==> config.mk <==
export PLATFORM = sky130hd
export DESIGN_NAME = gicp_ctrl
export DESIGN_NICKNAME = d
export VERILOG_FILES = /design/src/design/gicp_pkg.sv /design/src/design/gicp_ctrl.sv
export SDC_FILE = /design/constraint.sdc
export NUM_CORES = 1
export LEC_CHECK = 0
export BUFFER_PORTS_ARGS = -buffer_cell sky130_fd_sc_hd__buf_4
export CORE_AREA = 2 2 39 41
export DETAILED_ROUTE_END_ITERATION = 8
export DIE_AREA = 0 0 41 43
export HOLD_SLACK_MARGIN = 0.08
export PLACE_DENSITY = 0.62
export SYNTH_ARGS = -nofsm -noshare
export SYNTH_HDL_FRONTEND = slang
export SYNTH_SLANG_ARGS = --single-unit
==> constraint.sdc <==
create_clock -name clk -period 1.05 [get_ports clk]
set_input_delay 0.21 -clock clk [delete_from_list [all_inputs] [get_ports clk]]
set_output_delay 0.21 -clock clk [all_outputs]
set_load 0.01 [all_outputs]
==> src/design/gicp_pkg.sv <==
// ----------------------------------------------------------------------------
// gicp_pkg
// Shared types, field widths and codes for the increasing chain partition core.
// ----------------------------------------------------------------------------
package gicp_pkg;

	// default element capacity
	localparam int MAX_ELEMENTS_DEF = 1024;

	// fixed field widths
	localparam int OP_W  = 2;
	localparam int VAL_W = 11;
	localparam int ST_W  = 2;
	localparam int IDX_W = 10;
	localparam int LEN_W = 11;
	localparam int CNT_W = 11;

	// opcodes
	localparam logic [OP_W-1:0] OP_CLEAR = 2'd0;
	localparam logic [OP_W-1:0] OP_LOAD  = 2'd1;
	localparam logic [OP_W-1:0] OP_PLACE = 2'd2;

	// status codes
	localparam logic [ST_W-1:0] ST_OK       = 2'd0;
	localparam logic [ST_W-1:0] ST_RANGE    = 2'd1;
	localparam logic [ST_W-1:0] ST_FULL     = 2'd2;
	localparam logic [ST_W-1:0] ST_UNLOADED = 2'd3;

	// chain length saturation point
	localparam logic [LEN_W-1:0] LEN_CAP = 11'd2047;

	// result word
	typedef struct packed {
		logic [ST_W-1:0]  status;
		logic [IDX_W-1:0] chain_index;
		logic             new_chain;
		logic [LEN_W-1:0] chain_length;
		logic [CNT_W-1:0] chain_count;
		logic [VAL_W-1:0] element;
	} res_t;

	// controller to datapath commands, one phase active at a time
	typedef struct packed {
		logic take;
		logic decode;
		logic order;
		logic search;
		logic fetch;
		logic emit;
	} cmd_t;

	// next step requested by the datapath
	typedef enum logic [1:0] {
		STEP_EMIT,
		STEP_ORDER,
		STEP_SEARCH,
		STEP_FETCH
	} step_t;

	// datapath to controller status
	typedef struct packed {
		step_t next;
		logic  out_free;
	} sts_t;

endpackage

==> src/design/gicp_ctrl.sv <==
// ----------------------------------------------------------------------------
// gicp_ctrl
// Sequencer: accept, decode, load-order check, tail search, fetch, emit.
// ----------------------------------------------------------------------------
module gicp_ctrl import gicp_pkg::*; (
	input  logic clk,
	input  logic arst_n,
	input  logic in_valid,
	input  sts_t sts,
	output cmd_t cmd
);

	typedef enum logic [2:0] {
		S_IDLE,
		S_DECODE,
		S_ORDER,
		S_SEARCH,
		S_FETCH,
		S_EMIT
	} state_t;

	state_t state_q, state_d;
	cmd_t   cmd_q;

	// command word for each state
	function automatic cmd_t cmd_of(state_t s);
		cmd_t c;
		c = '0;
		unique case (s)
			S_IDLE:   c.take   = 1'b1;
			S_DECODE: c.decode = 1'b1;
			S_ORDER:  c.order  = 1'b1;
			S_SEARCH: c.search = 1'b1;
			S_FETCH:  c.fetch  = 1'b1;
			S_EMIT:   c.emit   = 1'b1;
			default:  c.take   = 1'b1;
		endcase
		return c;
	endfunction

	// next state
	always_comb begin
		state_d = state_q;
		unique case (state_q)
			S_IDLE: begin
				if (in_valid) begin
					state_d = S_DECODE;
				end
			end
			S_DECODE: begin
				state_d = (sts.next == STEP_ORDER) ? S_ORDER : S_EMIT;
			end
			S_ORDER: begin
				state_d = (sts.next == STEP_SEARCH) ? S_SEARCH : S_EMIT;
			end
			S_SEARCH: begin
				if (sts.next == STEP_SEARCH) begin
					state_d = S_SEARCH;
				end else if (sts.next == STEP_FETCH) begin
					state_d = S_FETCH;
				end else begin
					state_d = S_EMIT;
				end
			end
			S_FETCH: begin
				state_d = S_EMIT;
			end
			S_EMIT: begin
				if (sts.out_free) begin
					state_d = S_IDLE;
				end
			end
			default: begin
				state_d = S_IDLE;
			end
		endcase
	end

	// state and registered commands
	always_ff @(posedge clk or negedge arst_n) begin
		if (!arst_n) begin
			state_q <= S_IDLE;
			cmd_q   <= cmd_of(S_IDLE);
		end else begin
			state_q <= state_d;
			cmd_q   <= cmd_of(state_d);
		end
	end

	assign cmd = cmd_q;

endmodule
==> results.yml <==
outcome:
  status: "complete, but fails checks"
  violations: "negative setup slack"
placed_design:
  hpwl_um: 555
  gp_congestion: 0.663
  place_ws_ns: -0.0559
  port_buffers: 11
sta:
  timing.final.crit_share: 1.05
  worst_pin_slew_ns: 0.301
  period_needed_ns: 1.10
  rsz0062_at_grt: "true"
  setup_ws_ns: -0.0500
  hold_viol_final: 0
  skew_ns: 0.00241
  setup_viol: 5
  max_freq_mhz: 909
  slew_headroom: 0.799
  slew_violations: 0
clock_network:
  worstSkewPairLatency_ns: 0.26
  htreeDepth: 1
  clk_path_buf_depth: 2
  numCtsBuffers: 3
  cts_tree: "built"
  clk_pin_slew_ns: 0.06
  cts-root-buf: "clkbuf_4"
  clock-sinks: 9
detailed_routing:
  wl_per_cell_um: 13.3
  drc: 0
  final_antenna_net_count: 0
  via_count: 347
  drt_iter0_drc: 5
  drt-pass1-iter-count: 2
  viasPerCell: 4.63
  wl_mm: 1.00
worst_setup_path:
  cp-start-kind: "flop"
  cp_data_required_time_ns: 1.25
  path_class: "flop to flop"
  cp_data_arrival_time_ns: 1.30
  path_max_fanout: 5
  critPathCaptureType: "flop"
yosys:
  synth_top_cell_by_area: "dfrtp_1"
  yosys.cell_types.count: 20
  ys_ff_latch: 9
  synth.top_cell.area_share: 0.513
  yosysMostFrequentCell: "dfrtp_1"
  ys_top_cells_by_area: "dfrtp_1, dfstp_2, a21oi_1, a211oi_1, buf_4"
  synthFlopType: "dfrtp_1"
  ys_seq_area_frac: 0.580
  syn-num-nets: 42
  synth_cells: 36
  ys.warnings.count: 0
  async_flop_share: 1.00
  syn_area_um2: 390
  syn_area_per_cell_um2: 10.8
  synth_commonest_cells: "dfrtp_1, a21oi_1, nand2_1, nor2_1"
  synth-edff-count: 0
global_routing:
  grt_use_total: 0.125
  grt_start_max_net_pins: 11
  grt_pass1_vias: 327
  grt.overflow.total: 0
  grt_pass1_wl_mm: 1.43
  antenna_found_initial: 0
pwr:
  peakVddDrop_v: 0.000838
  power.density_nw_per_um2: 2270
  finalPower_mw: 1.54
  power.leakage_nw: 0.296
floorplan:
  rows: 14
  coreArea_um2: 1380
  die_w_um: 41
  fp.dieH_um: 43
  top_level_ports: 12
  die_area_um2: 1760
  start_util: 0.282
flow_run:
  maxCapViolations: 0
final_layout:
  finalCoreUtilization: 0.491
  drive_above_1_share: 0.695
  area_growth_pct: 74.0
  nets: 66
  diodes: 0
worst_hold_path:
  hold_class: "input port to flop"
==> path summary, 6_finish.rpt <==
| kind | start | end | slack (ns) | cells after the start |
|---|---|---|---|---|
| worst max-delay path | state_q[0] | cmd[5] | -0.05 | 2 |
| worst min-delay path | sts[2] | cmd[3] | 0.18 | 2 |
| worst max register to register | state_q[0] | cmd[5] | -0.05 | 2 |
| worst min register to register | state_q[0] | cmd[4] | 0.52 | 1 |
| max in group asynchronous | arst_n | cmd[5] | 0.54 | 2 |
| min in group asynchronous | arst_n | cmd[1] | 0.30 | 2 |
==> kinds of logic (layout without fill, tap and decap cells) <==
| group | after synthesis | count (layout) | share of synthesized area |
|---|---|---|---|
| flops | 9 | 9 | 0.580 |
| xor+xnor | 1 | 1 | 0.0224 |
| buf+inv | 4 | 27 | 0.0769 |
| simple gates | 14 | 14 | 0.189 |
| compound gates | 8 | 8 | 0.131 |
==> state kept, by name (all words and copies together), names as in the netlist <==
name,count
state_q,3
cmd,6
==> per-stage QoR <==
stage | instance area, um^2 | hold WS (ns) | setup TNS (ns) | cells
CTS | 547 | 0.154 | -0.0864 | 69
floorplan | 394 | -0.0856 | -0.0530 | 36
global route | 679 | 0.192 | -0.410 | 75
detailed placement | 497 | 0.0389 | -0.111 | 64
global placement | 497 | 0.0387 | -0.0749 | 64
finish | 679 | 0.178 | -0.159 | 75
==> where the power goes <==
group | internal [mW] | switching [mW] | leakage, nW
Clock | 0.147 | 0.130 | 0.0150
Combinational | 0.379 | 0.322 | 0.172
Sequential | 0.464 | 0.100 | 0.109
Total | 0.990 | 0.551 | 0.296
==> per-layer routing <==
layer,vias up,global-route usage,wire [um]
met2,10,0.184,528
met1,162,0.142,385
met5,-,0,0
met3,4,0.0314,40
met4,0,0.100,45
li1,171,-,-
==> area by class of cell <==
cell class / count / area (um^2)
Fill cell: 118 / 704
Sequential cell: 9 / 230
Multi-Input combinational cell: 23 / 220
Timing Repair Buffer: 22 / 179
Clock buffer: 4 / 26.3
Tap cell: 16 / 20.0
Inverter: 1 / 3.75
==> timing repair <==
item | CTS | global route
hold buffers | 1 | 0
pin swaps | 1 | 6
resized for setup | 4 | 19
setup buffers | 0 | 6
endpoints found under the hold margin | 9 | 0
endpoints found under the setup margin | 6 | 8
==> cells in the final DEF (no fill, tap or decap), drive strengths merged <==
cell type / instances
a211oi: 2
a21oi: 3
buf: 21
clkbuf: 4
dfrtp: 8
dfstp: 1
dlygate4sd3: 1
inv: 1
nand2: 3
nand2b: 1
nor2: 3
nor3: 2
nor4: 1
nor4b: 1
o21ai: 1
o31ai: 1
o32ai: 1
or2: 1
or3: 1
or4: 1
xor2: 1
==> worst max-delay path, stage by stage, from the launching register on <==
cell and delay [ns]:
dfrtp_2 0.44, or4_1 0.50, o21ai_1 0.09
Power figures use the tool's default switching activity.
